## src/hw/rtl/ple_pkg.sv

```systemverilog
// Shared types and constants for the positional list engine.
// Depends on nothing; every other file in hw/rtl imports it.
package ple_pkg;

    // Sizing of the element store and the fields
    localparam int CAPACITY    = 16;
    localparam int CNT_W       = $clog2(CAPACITY + 1);
    localparam int IDX_W       = (CAPACITY > 1) ? $clog2(CAPACITY) : 1;
    localparam int DATA_W      = 32;
    localparam int POS_W       = 8;
    localparam int CMP_W       = POS_W + 1;
    localparam int FPOS_W      = 7;
    localparam int KIND_W      = 3;
    localparam int STATUS_W    = 3;

    // Command queue between the front and the back
    localparam int QUEUE_DEPTH = 2;
    localparam int QPTR_W      = (QUEUE_DEPTH > 1) ? $clog2(QUEUE_DEPTH) : 1;

    typedef enum logic [KIND_W-1:0] {
        KIND_INS_FRONT = 3'd0,
        KIND_INS_BACK  = 3'd1,
        KIND_INS_AT    = 3'd2,
        KIND_DEL_FRONT = 3'd3,
        KIND_DEL_BACK  = 3'd4,
        KIND_DEL_AT    = 3'd5,
        KIND_SEARCH    = 3'd6,
        KIND_LIST_ALL  = 3'd7
    } kind_t;

    typedef enum logic [STATUS_W-1:0] {
        ST_OK       = 3'd0,
        ST_EMPTY    = 3'd1,
        ST_FULL     = 3'd2,
        ST_BADPOS   = 3'd3,
        ST_RANGE    = 3'd4,
        ST_NOTFOUND = 3'd5
    } status_t;

    // Decoded command as it travels through the queue
    typedef struct packed {
        kind_t              kind;
        logic               is_insert;
        logic               is_delete;
        logic               pos_zero;
        logic [DATA_W-1:0]  value;
        logic [POS_W-1:0]   position;
    } cmd_t;

    typedef enum logic [1:0] {
        BK_IDLE,
        BK_EXEC,
        BK_SEARCH,
        BK_LIST
    } back_state_t;

endpackage

```

## src/hw/rtl/ple_front.sv

```systemverilog
// Front of the positional list engine: takes input beats and decodes them.
// Depends on ple_pkg.
module ple_front import ple_pkg::*;
(
    input  logic                     clk,
    input  logic                     rst_n,
    input  logic                     in_valid,
    output logic                     in_stall,
    input  logic [KIND_W-1:0]        kind,
    input  logic signed [DATA_W-1:0] value,
    input  logic [POS_W-1:0]         position,
    output logic                     cmd_valid,
    input  logic                     cmd_stall,
    output cmd_t                     cmd
);

    logic hold_valid_reg;
    logic hold_valid_next;
    cmd_t cmd_reg;
    cmd_t cmd_next;
    cmd_t decoded;
    logic load;

    // Classify the incoming beat
    always_comb
    begin
        decoded          = '0;
        decoded.kind     = kind_t'(kind);
        decoded.value    = value;
        decoded.position = position;
        decoded.pos_zero = (position == '0);
        unique case (kind_t'(kind))
            KIND_INS_FRONT, KIND_INS_BACK, KIND_INS_AT:
            begin
                decoded.is_insert = 1'b1;
            end
            KIND_DEL_FRONT, KIND_DEL_BACK, KIND_DEL_AT:
            begin
                decoded.is_delete = 1'b1;
            end
            KIND_SEARCH, KIND_LIST_ALL:
            begin
                decoded.is_insert = 1'b0;
            end
        endcase
    end

    // Hold the decoded beat until the queue takes it
    assign load     = !hold_valid_reg || !cmd_stall;
    assign in_stall = !load;

    always_comb
    begin
        hold_valid_next = hold_valid_reg;
        cmd_next        = cmd_reg;
        if (load)
        begin
            hold_valid_next = in_valid;
            if (in_valid)
            begin
                cmd_next = decoded;
            end
        end
    end

    always_ff @(posedge clk or negedge rst_n)
    begin
        if (!rst_n)
        begin
            hold_valid_reg <= 1'b0;
        end
        else
        begin
            hold_valid_reg <= hold_valid_next;
        end
    end

    always_ff @(posedge clk)
    begin
        cmd_reg <= cmd_next;
    end

    assign cmd_valid = hold_valid_reg;
    assign cmd       = cmd_reg;

endmodule

```

## src/hw/rtl/ple_queue.sv

```systemverilog
// Short command queue between the front and the back of the list engine.
// Depends on ple_pkg.
module ple_queue import ple_pkg::*;
(
    input  logic clk,
    input  logic rst_n,
    input  logic push_valid,
    output logic push_stall,
    input  cmd_t push_data,
    output logic pop_valid,
    input  logic pop_stall,
    output cmd_t pop_data
);

    logic [QPTR_W:0]   fill_reg;
    logic [QPTR_W:0]   fill_next;
    logic [QPTR_W-1:0] wr_ptr_reg;
    logic [QPTR_W-1:0] wr_ptr_next;
    logic [QPTR_W-1:0] rd_ptr_reg;
    logic [QPTR_W-1:0] rd_ptr_next;
    cmd_t              slots_reg [QUEUE_DEPTH];
    logic              push;
    logic              pop;

    assign push_stall = (fill_reg == (QPTR_W + 1)'(QUEUE_DEPTH));
    assign pop_valid  = (fill_reg != '0);
    assign push       = push_valid && !push_stall;
    assign pop        = pop_valid && !pop_stall;
    assign pop_data   = slots_reg[rd_ptr_reg];

    // Advance pointers and the fill level
    always_comb
    begin
        wr_ptr_next = wr_ptr_reg;
        rd_ptr_next = rd_ptr_reg;
        fill_next   = fill_reg;
        if (push)
        begin
            wr_ptr_next = (wr_ptr_reg == QPTR_W'(QUEUE_DEPTH - 1)) ? '0
                                                                 : wr_ptr_reg + QPTR_W'(1);
        end
        if (pop)
        begin
            rd_ptr_next = (rd_ptr_reg == QPTR_W'(QUEUE_DEPTH - 1)) ? '0
                                                                 : rd_ptr_reg + QPTR_W'(1);
        end
        if (push && !pop)
        begin
            fill_next = fill_reg + (QPTR_W + 1)'(1);
        end
        else if (pop && !push)
        begin
            fill_next = fill_reg - (QPTR_W + 1)'(1);
        end
    end

    always_ff @(posedge clk or negedge rst_n)
    begin
        if (!rst_n)
        begin
            fill_reg   <= '0;
            wr_ptr_reg <= '0;
            rd_ptr_reg <= '0;
        end
        else
        begin
            fill_reg   <= fill_next;
            wr_ptr_reg <= wr_ptr_next;
            rd_ptr_reg <= rd_ptr_next;
        end
    end

    // Store the pushed beat
    always_ff @(posedge clk)
    begin
        if (push)
        begin
            slots_reg[wr_ptr_reg] <= push_data;
        end
    end

endmodule

```

## src/hw/rtl/ple_back.sv

```systemverilog
// Back of the positional list engine: element store, command execution
// and the output register. Depends on ple_pkg.
module ple_back import ple_pkg::*;
(
    input  logic                     clk,
    input  logic                     rst_n,
    input  logic                     cmd_valid,
    output logic                     cmd_stall,
    input  cmd_t                     cmd,
    output logic                     out_valid,
    input  logic                     out_stall,
    output logic [STATUS_W-1:0]      status,
    output logic signed [DATA_W-1:0] result_value,
    output logic [FPOS_W-1:0]        found_position,
    output logic                     last,
    output logic [CNT_W-1:0]         cnt
);

    back_state_t       state_reg;
    back_state_t       state_next;
    cmd_t              cmd_reg;
    cmd_t              cmd_next;
    logic [CNT_W-1:0]  count_reg;
    logic [CNT_W-1:0]  count_next;
    logic [DATA_W-1:0] entries_reg  [CAPACITY];
    logic [DATA_W-1:0] entries_next [CAPACITY];
    logic [CAPACITY-1:0] match_reg;
    logic [CAPACITY-1:0] match_next;
    logic [IDX_W-1:0]  list_idx_reg;
    logic [IDX_W-1:0]  list_idx_next;

    logic              out_valid_reg;
    logic              out_valid_next;
    status_t           out_status_reg;
    status_t           out_status_next;
    logic [DATA_W-1:0] out_value_reg;
    logic [DATA_W-1:0] out_value_next;
    logic [FPOS_W-1:0] out_fpos_reg;
    logic [FPOS_W-1:0] out_fpos_next;
    logic              out_last_reg;
    logic              out_last_next;

    logic              out_free;
    logic              is_full;
    logic              is_empty;
    logic [CMP_W-1:0]  cnt_ext;
    logic [CMP_W-1:0]  pos_ext;
    status_t           ins_status;
    logic [CMP_W-1:0]  ins_idx;
    status_t           del_status;
    logic [CMP_W-1:0]  del_idx;
    logic [IDX_W-1:0]  rd_idx;
    logic [DATA_W-1:0] rd_data;
    logic              hit;
    logic [FPOS_W-1:0] hit_pos;
    logic [CMP_W-1:0]  list_pos;

    assign out_free  = !out_valid_reg || !out_stall;
    assign cmd_stall = (state_reg != BK_IDLE);
    assign is_full   = (count_reg == CNT_W'(CAPACITY));
    assign is_empty  = (count_reg == '0);
    assign cnt_ext   = CMP_W'(count_reg);
    assign pos_ext   = {1'b0, cmd_reg.position};
    assign list_pos  = CMP_W'(list_idx_reg) + CMP_W'(1);

    // Resolve the insert slot and its status
    always_comb
    begin
        ins_idx    = '0;
        ins_status = ST_OK;
        priority if (is_full)
        begin
            ins_status = ST_FULL;
        end
        else if (cmd_reg.kind == KIND_INS_FRONT || is_empty)
        begin
            ins_idx = '0;
        end
        else if (cmd_reg.kind == KIND_INS_BACK)
        begin
            ins_idx = cnt_ext;
        end
        else if (cmd_reg.pos_zero)
        begin
            ins_status = ST_BADPOS;
        end
        else if (pos_ext > cnt_ext + CMP_W'(1))
        begin
            ins_status = ST_RANGE;
        end
        else
        begin
            ins_idx = pos_ext - CMP_W'(1);
        end
    end

    // Resolve the delete slot and its status
    always_comb
    begin
        del_idx    = '0;
        del_status = ST_OK;
        priority if (is_empty)
        begin
            del_status = ST_EMPTY;
        end
        else if (cmd_reg.kind == KIND_DEL_FRONT)
        begin
            del_idx = '0;
        end
        else if (cmd_reg.kind == KIND_DEL_BACK)
        begin
            del_idx = cnt_ext - CMP_W'(1);
        end
        else if (cmd_reg.pos_zero)
        begin
            del_status = ST_BADPOS;
        end
        else if (pos_ext > cnt_ext)
        begin
            del_status = ST_RANGE;
        end
        else
        begin
            del_idx = pos_ext - CMP_W'(1);
        end
    end

    // Single read port: the listing cursor or the delete slot
    assign rd_idx  = (state_reg == BK_LIST) ? list_idx_reg : del_idx[IDX_W-1:0];
    assign rd_data = entries_reg[rd_idx];

    // Pick the first registered match
    always_comb
    begin
        hit     = 1'b0;
        hit_pos = '0;
        for (int j = CAPACITY - 1; j >= 0; j--)
        begin
            if (match_reg[j])
            begin
                hit     = 1'b1;
                hit_pos = FPOS_W'(j + 1);
            end
        end
    end

    // Next state, store update and result beat
    always_comb
    begin
        state_next      = state_reg;
        cmd_next        = cmd_reg;
        count_next      = count_reg;
        entries_next    = entries_reg;
        match_next      = match_reg;
        list_idx_next   = list_idx_reg;
        out_valid_next  = out_free ? 1'b0 : out_valid_reg;
        out_status_next = out_status_reg;
        out_value_next  = out_value_reg;
        out_fpos_next   = out_fpos_reg;
        out_last_next   = out_last_reg;

        unique case (state_reg)
            BK_IDLE:
            begin
                if (cmd_valid)
                begin
                    cmd_next   = cmd;
                    state_next = BK_EXEC;
                end
            end

            BK_EXEC:
            begin
                if (out_free)
                begin
                    state_next      = BK_IDLE;
                    out_status_next = ST_EMPTY;
                    out_value_next  = '0;
                    out_fpos_next   = '0;
                    out_last_next   = 1'b1;
                    if (cmd_reg.is_insert)
                    begin
                        out_valid_next  = 1'b1;
                        out_status_next = ins_status;
                        if (ins_status == ST_OK)
                        begin
                            // Open a gap at the slot and drop the value in
                            for (int j = 1; j < CAPACITY; j++)
                            begin
                                if (CMP_W'(j) > ins_idx && CMP_W'(j) <= cnt_ext)
                                begin
                                    entries_next[j] = entries_reg[j-1];
                                end
                            end
                            for (int j = 0; j < CAPACITY; j++)
                            begin
                                if (CMP_W'(j) == ins_idx)
                                begin
                                    entries_next[j] = cmd_reg.value;
                                end
                            end
                            count_next = count_reg + CNT_W'(1);
                        end
                    end
                    else if (cmd_reg.is_delete)
                    begin
                        out_valid_next  = 1'b1;
                        out_status_next = del_status;
                        if (del_status == ST_OK)
                        begin
                            out_value_next = rd_data;
                            // Close the gap behind the removed slot
                            for (int j = 0; j < CAPACITY - 1; j++)
                            begin
                                if (CMP_W'(j) >= del_idx && CMP_W'(j + 1) < cnt_ext)
                                begin
                                    entries_next[j] = entries_reg[j+1];
                                end
                            end
                            count_next = count_reg - CNT_W'(1);
                        end
                    end
                    else if (is_empty)
                    begin
                        out_valid_next = 1'b1;
                    end
                    else if (cmd_reg.kind == KIND_SEARCH)
                    begin
                        for (int j = 0; j < CAPACITY; j++)
                        begin
                            match_next[j] = (CMP_W'(j) < cnt_ext)
                                            && (entries_reg[j] == cmd_reg.value);
                        end
                        state_next = BK_SEARCH;
                    end
                    else
                    begin
                        list_idx_next = '0;
                        state_next    = BK_LIST;
                    end
                end
            end

            BK_SEARCH:
            begin
                if (out_free)
                begin
                    out_valid_next  = 1'b1;
                    out_status_next = hit ? ST_OK : ST_NOTFOUND;
                    out_value_next  = '0;
                    out_fpos_next   = hit_pos;
                    out_last_next   = 1'b1;
                    state_next      = BK_IDLE;
                end
            end

            BK_LIST:
            begin
                if (out_free)
                begin
                    out_valid_next  = 1'b1;
                    out_status_next = ST_OK;
                    out_value_next  = rd_data;
                    out_fpos_next   = '0;
                    out_last_next   = (list_pos == cnt_ext);
                    if (list_pos == cnt_ext)
                    begin
                        state_next = BK_IDLE;
                    end
                    else
                    begin
                        list_idx_next = list_idx_reg + IDX_W'(1);
                    end
                end
            end
        endcase
    end

    always_ff @(posedge clk or negedge rst_n)
    begin
        if (!rst_n)
        begin
            state_reg     <= BK_IDLE;
            count_reg     <= '0;
            out_valid_reg <= 1'b0;
        end
        else
        begin
            state_reg     <= state_next;
            count_reg     <= count_next;
            out_valid_reg <= out_valid_next;
        end
    end

    always_ff @(posedge clk)
    begin
        cmd_reg        <= cmd_next;
        entries_reg    <= entries_next;
        match_reg      <= match_next;
        list_idx_reg   <= list_idx_next;
        out_status_reg <= out_status_next;
        out_value_reg  <= out_value_next;
        out_fpos_reg   <= out_fpos_next;
        out_last_reg   <= out_last_next;
    end

    assign out_valid      = out_valid_reg;
    assign status         = out_status_reg;
    assign result_value   = out_value_reg;
    assign found_position = out_fpos_reg;
    assign last           = out_last_reg;
    assign cnt            = count_reg;

endmodule

```

## src/hw/rtl/positional_list_engine.sv

```systemverilog
// Top level of the positional list engine: front, command queue and back.
// Depends on ple_pkg, ple_front, ple_queue and ple_back.
//
//   channel | handshake           | beat fields
//   --------+---------------------+------------------------------------------
//   in      | in_valid / in_stall | kind, value, position
//   out     | out_valid/out_stall | status, result_value, found_position, last
//
// The back registers a command in BK_IDLE; BK_EXEC runs it when the output
// is free, and inserts, deletes and commands finding the list empty end there.
// Search compares in BK_EXEC and picks the first match in BK_SEARCH; BK_LIST
// moves one element per cycle while the output is free, via the single read port.
// Reset clears the element count; the store itself needs no clearing pass.
// The front register and a two-entry queue keep taking beats while the
// back waits on a stalled output register.
module positional_list_engine import ple_pkg::*;
(
    input  logic                     clk,
    input  logic                     rst_n,
    input  logic                     in_valid,
    output logic                     in_stall,
    input  logic [KIND_W-1:0]        kind,
    input  logic signed [DATA_W-1:0] value,
    input  logic [POS_W-1:0]         position,
    output logic                     out_valid,
    input  logic                     out_stall,
    output logic [STATUS_W-1:0]      status,
    output logic signed [DATA_W-1:0] result_value,
    output logic [FPOS_W-1:0]        found_position,
    output logic                     last
);

    logic             f_valid;
    logic             f_stall;
    cmd_t             f_cmd;
    logic             q_valid;
    logic             q_stall;
    cmd_t             q_cmd;
    logic [CNT_W-1:0] cnt;

    ple_front u_front
    (
        .clk       (clk),
        .rst_n     (rst_n),
        .in_valid  (in_valid),
        .in_stall  (in_stall),
        .kind      (kind),
        .value     (value),
        .position  (position),
        .cmd_valid (f_valid),
        .cmd_stall (f_stall),
        .cmd       (f_cmd)
    );

    ple_queue u_queue
    (
        .clk        (clk),
        .rst_n      (rst_n),
        .push_valid (f_valid),
        .push_stall (f_stall),
        .push_data  (f_cmd),
        .pop_valid  (q_valid),
        .pop_stall  (q_stall),
        .pop_data   (q_cmd)
    );

    ple_back u_back
    (
        .clk            (clk),
        .rst_n          (rst_n),
        .cmd_valid      (q_valid),
        .cmd_stall      (q_stall),
        .cmd            (q_cmd),
        .out_valid      (out_valid),
        .out_stall      (out_stall),
        .status         (status),
        .result_value   (result_value),
        .found_position (found_position),
        .last           (last),
        .cnt            (cnt)
    );

    // The element count never passes the capacity
    a_cnt_bound: assert property (@(posedge clk) disable iff (!rst_n)
        cnt <= CNT_W'(CAPACITY))
        else $error("element count above capacity");

    // The count moves by one at most
    a_cnt_step: assert property (@(posedge clk) disable iff (!rst_n)
        (cnt != $past(cnt)) |->
            (cnt == $past(cnt) + CNT_W'(1)) || (cnt + CNT_W'(1) == $past(cnt)))
        else $error("element count jumped");

    // A change of the count comes with its result beat
    a_cnt_beat: assert property (@(posedge clk) disable iff (!rst_n)
        (cnt != $past(cnt)) |-> out_valid)
        else $error("element count changed without a result beat");

endmodule

```

## config.mk

```make
export PLATFORM = sky130hd
export DESIGN_NAME = positional_list_engine
export DESIGN_NICKNAME = d
export VERILOG_FILES = /design/src/hw/rtl/ple_pkg.sv /design/src/hw/rtl/ple_front.sv /design/src/hw/rtl/ple_queue.sv /design/src/hw/rtl/ple_back.sv /design/src/hw/rtl/positional_list_engine.sv
export SDC_FILE = /design/constraint.sdc
export NUM_CORES = 2
export LEC_CHECK = 0
export ABC_CLOCK_PERIOD_IN_PS = 9780
export BUFFER_PORTS_ARGS = -buffer_cell sky130_fd_sc_hd__clkbuf_2
export CAP_MARGIN = 20
export CORE_AREA = 2 2 424 321
export CTS_CLUSTER_DIAMETER = 60
export DETAILED_ROUTE_END_ITERATION = 16
export DIE_AREA = 0 0 426 323
export GPL_ROUTABILITY_DRIVEN = 0
export PLACE_DENSITY_LB_ADDON = 0.1
export REMOVE_ABC_BUFFERS = 1
export SYNTH_ARGS = -nofsm -noshare
export SYNTH_HDL_FRONTEND = slang
export SYNTH_SLANG_ARGS = --single-unit
```

## constraint.sdc

```tcl
create_clock -name clk -period 9.78 [get_ports clk]
set_clock_uncertainty 0.1 [all_clocks]
set_input_delay 0 -clock clk [delete_from_list [all_inputs] [get_ports clk]]
set_output_delay 0 -clock clk [all_outputs]
set_load 0.03 [all_outputs]
```

After elaboration in Yosys (flattened, before gate mapping)
Memories as Yosys holds them, arrays and structs flattened. A register that Yosys moved wholly into a read port is not among the register bits.
Index checks and enable logic that the tools add are counted.

word-level totals
  memories kept = 1
  flip-flop bits (word level) = 634
  output and inout port bits = 45
  logic and storage cells = 476
  RAM bits = 92

operators by class
  multiplexer cells = 163
  equal/unequal tests = 74
  $add $sub $neg = 11
  reduce and logical (&&, ||, !) cells = 124
  bitwise logic cells = 4
  order comparisons = 64

memories
  memory             depth  width  read ports  clocked after Yosys merged registers in  wr ports  line             RTL
  u_queue.slots_reg  2      46     1           1                                        1         ple_queue.sv:21  cmd_t slots_reg [QUEUE_DEPTH];

operator list
  cell                                                                                number
  32-bit 2-to-1 mux                                                                   54
  480-bit 2-to-1 mux                                                                  3
  32-bit == test                                                                      16
  512-bit 2-to-1 mux                                                                  1
  32-bit binary-select mux with 4-bit select                                          1
  7-bit AND reduction                                                                 15
  5-bit 2-to-1 mux                                                                    20
  32-bit case mux with 3 select lines                                                 1
  9-bit 2-to-1 mux                                                                    10
  4-bit by 9-bit == test with 1-bit output, first input constant                      8
  4-bit by 9-bit greater-than comparator with 1-bit output, first input constant      8
  4-bit by 9-bit greater-or-equal comparator with 1-bit output, first input constant  7
  1-bit logical AND                                                                   50
  3-bit 2-to-1 mux                                                                    16
  2-bit nonzero test                                                                  24
  3-bit != test, second input constant                                                14
  4-bit by 5-bit <= comparator with 1-bit output, first input constant                8
  4-bit by 5-bit < comparator with 1-bit output, first input constant                 8
  3-bit by 9-bit == test with 1-bit output, first input constant                      4
  3-bit by 9-bit greater-or-equal comparator with 1-bit output, first input constant  4
  3-bit by 9-bit greater-than comparator with 1-bit output, first input constant      4
  4-bit 2-to-1 mux                                                                    8
  1-bit 2-to-1 mux                                                                    31
  3-bit by 5-bit <= comparator with 1-bit output, first input constant                4
  other kinds (58)                                                                    121

Longest topological paths before layout
  word-level depth = 19
  mapped depth = 18

Cells and area by module
From an unflattened synthesis, not the netlist that was laid out.

second synthesis, totals
  cell total of the unflattened synthesis = 4,452
  area total of the unflattened synthesis = 46,324.4 um^2

modules (own cells, without submodules)
  module     cells an instance  area each (um^2)  sequential area each (um^2)  times used
  ple_back   4,234              41,215.8          18,788.0                     1
  ple_queue  162                3,646.0           2,862.7                      1
  ple_front  56                 1,462.7           1,406.3                      1

Worst setup path after synthesis
No wires, ideal clock.

  kind = register -> register
  start point = register u_back.count_reg[0], in the netlist u_back.cnt[0]
  end point = register u_back.entries_reg[0] (netlist bit), enable pin
  period minus slack after synthesis = 9,009 ps
  arrival = 8,314 ps
  data required time = 9,086 ps
  slack = 771 ps
  setup time = 594 ps
  cell stages (with the launch flop) = 16
  path through = dfrtp_1 buf_1 inv_1 ha_1 inv_1 ha_1 nor2b_1 o31ai_2 a21o_1 or3b_1 buf_4 a21boi_0 o311a_1 buf_2 o21bai_1 a2111oi_0

on the way
  cells in the longest elaborated chain, start to end = 11

ends and longest elaborated chain
  item                                                      line             RTL
  start: declaration                                        ple_back.sv:23   logic [CNT_W-1:0] count_reg;
  start signal: assignment                                  ple_back.sv:290  count_reg <= count_next;
  5-bit by 1-bit adder with 6-bit output                    ple_back.sv:87   else if (pos_ext > cnt_ext + CMP_W'(1))
  8-bit by 9-bit greater-than comparator with 1-bit output  ple_back.sv:87
  9-bit 2-to-1 mux                                          ple_back.sv:87
  9-bit 2-to-1 mux                                          ple_back.sv:83   else if (cmd_reg.pos_zero)
  9-bit 2-to-1 mux                                          ple_back.sv:79   else if (cmd_reg.kind == KIND_INS_BACK)
  9-bit 2-to-1 mux                                          ple_back.sv:75   else if (cmd_reg.kind == KIND_INS_FRONT || is_empty)
  9-bit 2-to-1 mux                                          ple_back.sv:71   priority if (is_full)
  4-bit by 9-bit greater-than comparator with 1-bit output  ple_back.sv:190  if (CMP_W'(j) > ins_idx && CMP_W'(j) <= cnt_ext)
  1-bit logical AND                                         ple_back.sv:190
  2-bit nonzero test (no line)                              n/a
  5-bit AND reduction (no line) *                           n/a
  end signal: assignment                                    ple_back.sv:298  entries_reg <= entries_next;
  end: declaration                                          ple_back.sv:25   logic [DATA_W-1:0] entries_reg [CAPACITY];

Mark *: on every way between the ends. The rest lies on a longest branch, timed or not.
A chain may end at the register's enable or synchronous reset.

Final worst setup path
  start point = register u_back.count_reg[2], in the netlist u_back.cnt[2]
  end point = register u_back.entries_reg[310] (netlist bit), enable pin

on the way
  cells in the longest elaborated chain, start to end = 11

ends and longest elaborated chain
  item                                                      line
  5-bit by 1-bit adder with 6-bit output                    ple_back.sv:87
  8-bit by 9-bit greater-than comparator with 1-bit output  ple_back.sv:87
  9-bit 2-to-1 mux                                          ple_back.sv:87
  9-bit 2-to-1 mux                                          ple_back.sv:83
  9-bit 2-to-1 mux                                          ple_back.sv:79
  9-bit 2-to-1 mux                                          ple_back.sv:75
  9-bit 2-to-1 mux                                          ple_back.sv:71
  3-bit by 9-bit greater-than comparator with 1-bit output  ple_back.sv:190
  1-bit logical AND                                         ple_back.sv:190
  3-bit != test (no line)                                   n/a
  7-bit AND reduction (no line) *                           n/a

Marked as above.

==> impl_metrics.json <==
{
  "status": "complete, no violations",
  "rr_startpoint": "u_back.cnt[2]",
  "synth-xor-area-share_pct": 9.28,
  "wl_per_cell_um": 37.4,
  "grt_usage_pct": 35.5,
  "min_path_type": "in -> reg",
  "synth.area.mux_share_pct": 7.00,
  "antenna_left": 0,
  "whs_endpoint": "u_front.cmd[40]",
  "cp.required_ps": 10050,
  "setup.worst_path.class": "reg -> reg",
  "grt_first_pass_wirelength_mm": 345,
  "clkTransAtPathRegs_ps": 60,
  "cts_sinks": 770,
  "rr_endpoint": "u_back.entries_reg[310]",
  "yosys_warnings": 0,
  "grt_start_max_net_pins": 161,
  "grt_pass1_vias": 41000,
  "initial_utilization_pct": 37.6,
  "max_freq_ghz": 0.150,
  "setup_tns_ps": 0,
  "drc": 0,
  "fp.dieW_um": 426,
  "synth_simple_gate_area_share_pct": 10.1,
  "syn_inst": 4896,
  "syn-cell-area_sq_um": 50500,
  "fin_crit_sh_pct": 68.2,
  "pin_count": 92,
  "arrival_ps": 6940,
  "rsz0062_at_grt": "no",
  "dp_hpwl_mm": 160,
  "die_y_um": 323,
  "cts_resized": 0,
  "grt-ovfl-total": 0,
  "clock_latency_ps": 780,
  "clock_path_buffers": 3,
  "syn_area_per_cell_sq_um": 10.3,
  "die_area_sq_um": 138000,
  "design_area_sq_um": 56800,
  "ys_seq_area_share_pct": 45.7,
  "ys.flop_type": "edfxtp_1",
  "hold_violations": 0,
  "clockRootBuffer": "clkbuf_16",
  "rr_worst_depth": 12,
  "core_area_sq_um": 134000,
  "numPlacedInstances": 6408,
  "hold-path-cell-count": 4,
  "relSlewSlack_pct": 2.50,
  "drive_gt1_share_pct": 10.8,
  "numCtsBuffers": 98,
  "cap_violations": 0,
  "viasPerCell": 6.90,
  "drt_iter0_drc": 9153,
  "synth_top_family_by_area": "compound AO/OA/AOI/OAI gates",
  "setup_violations": 0,
  "postPlaceCellArea_sq_um": 52600,
  "vias": 46200,
  "drt-total-wl_mm": 250,
  "path_max_fanout": 22,
  "reg2reg_setup_slack_ps": 3110,
  "largest_reg_flops": 512,
  "ys_ff_latch": 770,
  "instances_no_fill": 6697,
  "first_pass_iters": 7,
  "htreeDepth": 3,
  "synth_compound_area_share_pct": 20.7,
  "synth_fa_ha_area_share_pct": 0.546,
  "syn_to_final_growth_pct": 12.6,
  "worst_pin_slew_ps": 1450,
  "period_minus_slack_ps": 6670,
  "antenna_found_initial": 17,
  "io_buffers": 89,
  "rows": 117,
  "min_from": "position[2]",
  "drv_slew": 0,
  "worst_hold_slack_ps": 95.6,
  "tritoncts": "built",
  "layout.nets": 4893,
  "synthArstFlopShare_pct": 1.69,
  "cp-start-kind": "register",
  "critical_path.endpoint_type": "register",
  "synth_cell_type_count": 81,
  "synth_edf_count": 757
}
-- Yosys cell counts, drive strengths merged (8+ instances only) --
cell type / count / share of area (%)
xnor2: 190 / 3.3
and3: 9 / 0.11
ha: 22 / 0.55
inv: 341 / 2.5
o211ai: 28 / 0.42
clkbuf: 339 / 2.5
o2bb2ai: 160 / 2.8
a221oi: 289 / 5.0
nor3: 88 / 0.90
a211oi: 11 / 0.19
xor2: 342 / 5.9
nand4: 63 / 0.78
mux2i: 264 / 5.2
dfrtp: 13 / 0.64
and2: 11 / 0.14
mux2: 79 / 1.8
buf: 160 / 1.6
nand2b: 11 / 0.14
nand2: 282 / 2.1
or4: 10 / 0.15
o221ai: 342 / 6.3
o31ai: 8 / 0.13
nor4: 107 / 1.3
nand3: 326 / 3.2
o21ai: 105 / 1.0
a21oi: 277 / 2.8
nor2: 94 / 0.70
a22oi: 31 / 0.46
a31oi: 35 / 0.43
o22ai: 12 / 0.15
a311oi: 11 / 0.23
edfxtp: 757 / 45
-- metrics by stage --
step | util [%] | setup WS, ps
6_report | 42.4 | 3110
5_1_grt | 42.4 | 2850
3_3_place_gp | 39.2 | 3350
2_1_floorplan | - | -10470
3_5_place_dp | 39.2 | 3300
4_1_cts | 42.3 | 3280
-- layout by cell type (no fill, tap or decap), types with 30 or more instances in the layout --
master         netlist  routed
nand4_1             63      63
mux2_1              30      30
a221oi_1           288     288
buf_4               18     130
a22oi_1             31      31
clkbuf_16            0     100
nor4_1             107     105
o2bb2ai_1          160     160
edfxtp_1           757     757
xnor2_1            190     190
inv_1              339     338
a31oi_1             35      34
nand3_1            325     324
o221ai_1           312     312
o21ai_0            100     100
clkbuf_2             0      89
mux2i_1            264     264
xor2_1             342     342
a21oi_1            273     264
nand2_1            282     278
nor3_1              85      83
o221ai_2            30      30
mux2_2              49      49
nor2_1              94      91
dlygate4sd3_1        0      93
-- area by class of cell --
cell class	instances	area, sq um
Clock inverter	62	646
Sequential cell	770	23100
Clock buffer	118	2570
Multi-Input combinational cell	3284	24500
Inverter	344	1300
Tap cell	1785	2230
Antenna cell	8	20.0
Timing Repair Buffer	326	2520
Fill cell	13000	77300
-- worst max path at each step --
stage                  startpoint                 endpoint  slack (ps)
6_report            u_back.cnt[2]  u_back.entries_reg[310]        3110
5_1_grt             u_back.cnt[2]  u_back.entries_reg[310]        2850
3_3_place_gp        u_back.cnt[2]  u_back.entries_reg[310]        3350
2_1_floorplan  u_back.cmd_reg[42]    u_back.entries_reg[0]      -10470
3_5_place_dp        u_back.cnt[2]  u_back.entries_reg[310]        3300
4_1_cts             u_back.cnt[2]  u_back.entries_reg[310]        3280
-- metal layers --
| metal | wire [um] | global-route usage [%] |
|---|---|---|
| met1 | 101000 | 50.0 |
| met2 | 98600 | 48.0 |
| met3 | 38300 | 14.1 |
| met4 | 12000 | 14.3 |
| met5 | 359 | 0 |
-- cells by family (layout without fill, tap and decap cells) --
| group | after synthesis | count (layout) |
|---|---|---|
| simple gates | 1032 | 1032 |
| fa+ha+maj | 22 | 22 |
| flops | 770 | 770 |
| xor+xnor | 533 | 533 |
| other cells | 1 | 10 |
| mux | 343 | 343 |
| buf+inv | 843 | 850 |
| compound gates | 1352 | 1352 |
-- worst max-delay path, cell delays in order, from the launching register on --
cell and delay, ps:
dfrtp_1 790, clkinv_1 440, nor2_1 590, nand4_1 170, ha_1 360, o21ai_1 70
a221oi_1 310, or3b_1 380, a21o_1 280, nand2_1 320, or4_4 830, a311oi_4 940
buf_4 690
-- what timing repair did --
action                    CTS  global route
hold buffers               93             0
hold endpoints to repair   94             0
buffers inserted            0             0
Power is not shown: default switching activity piles up to over one toggle a cycle in this logic, so the estimate is an artifact.
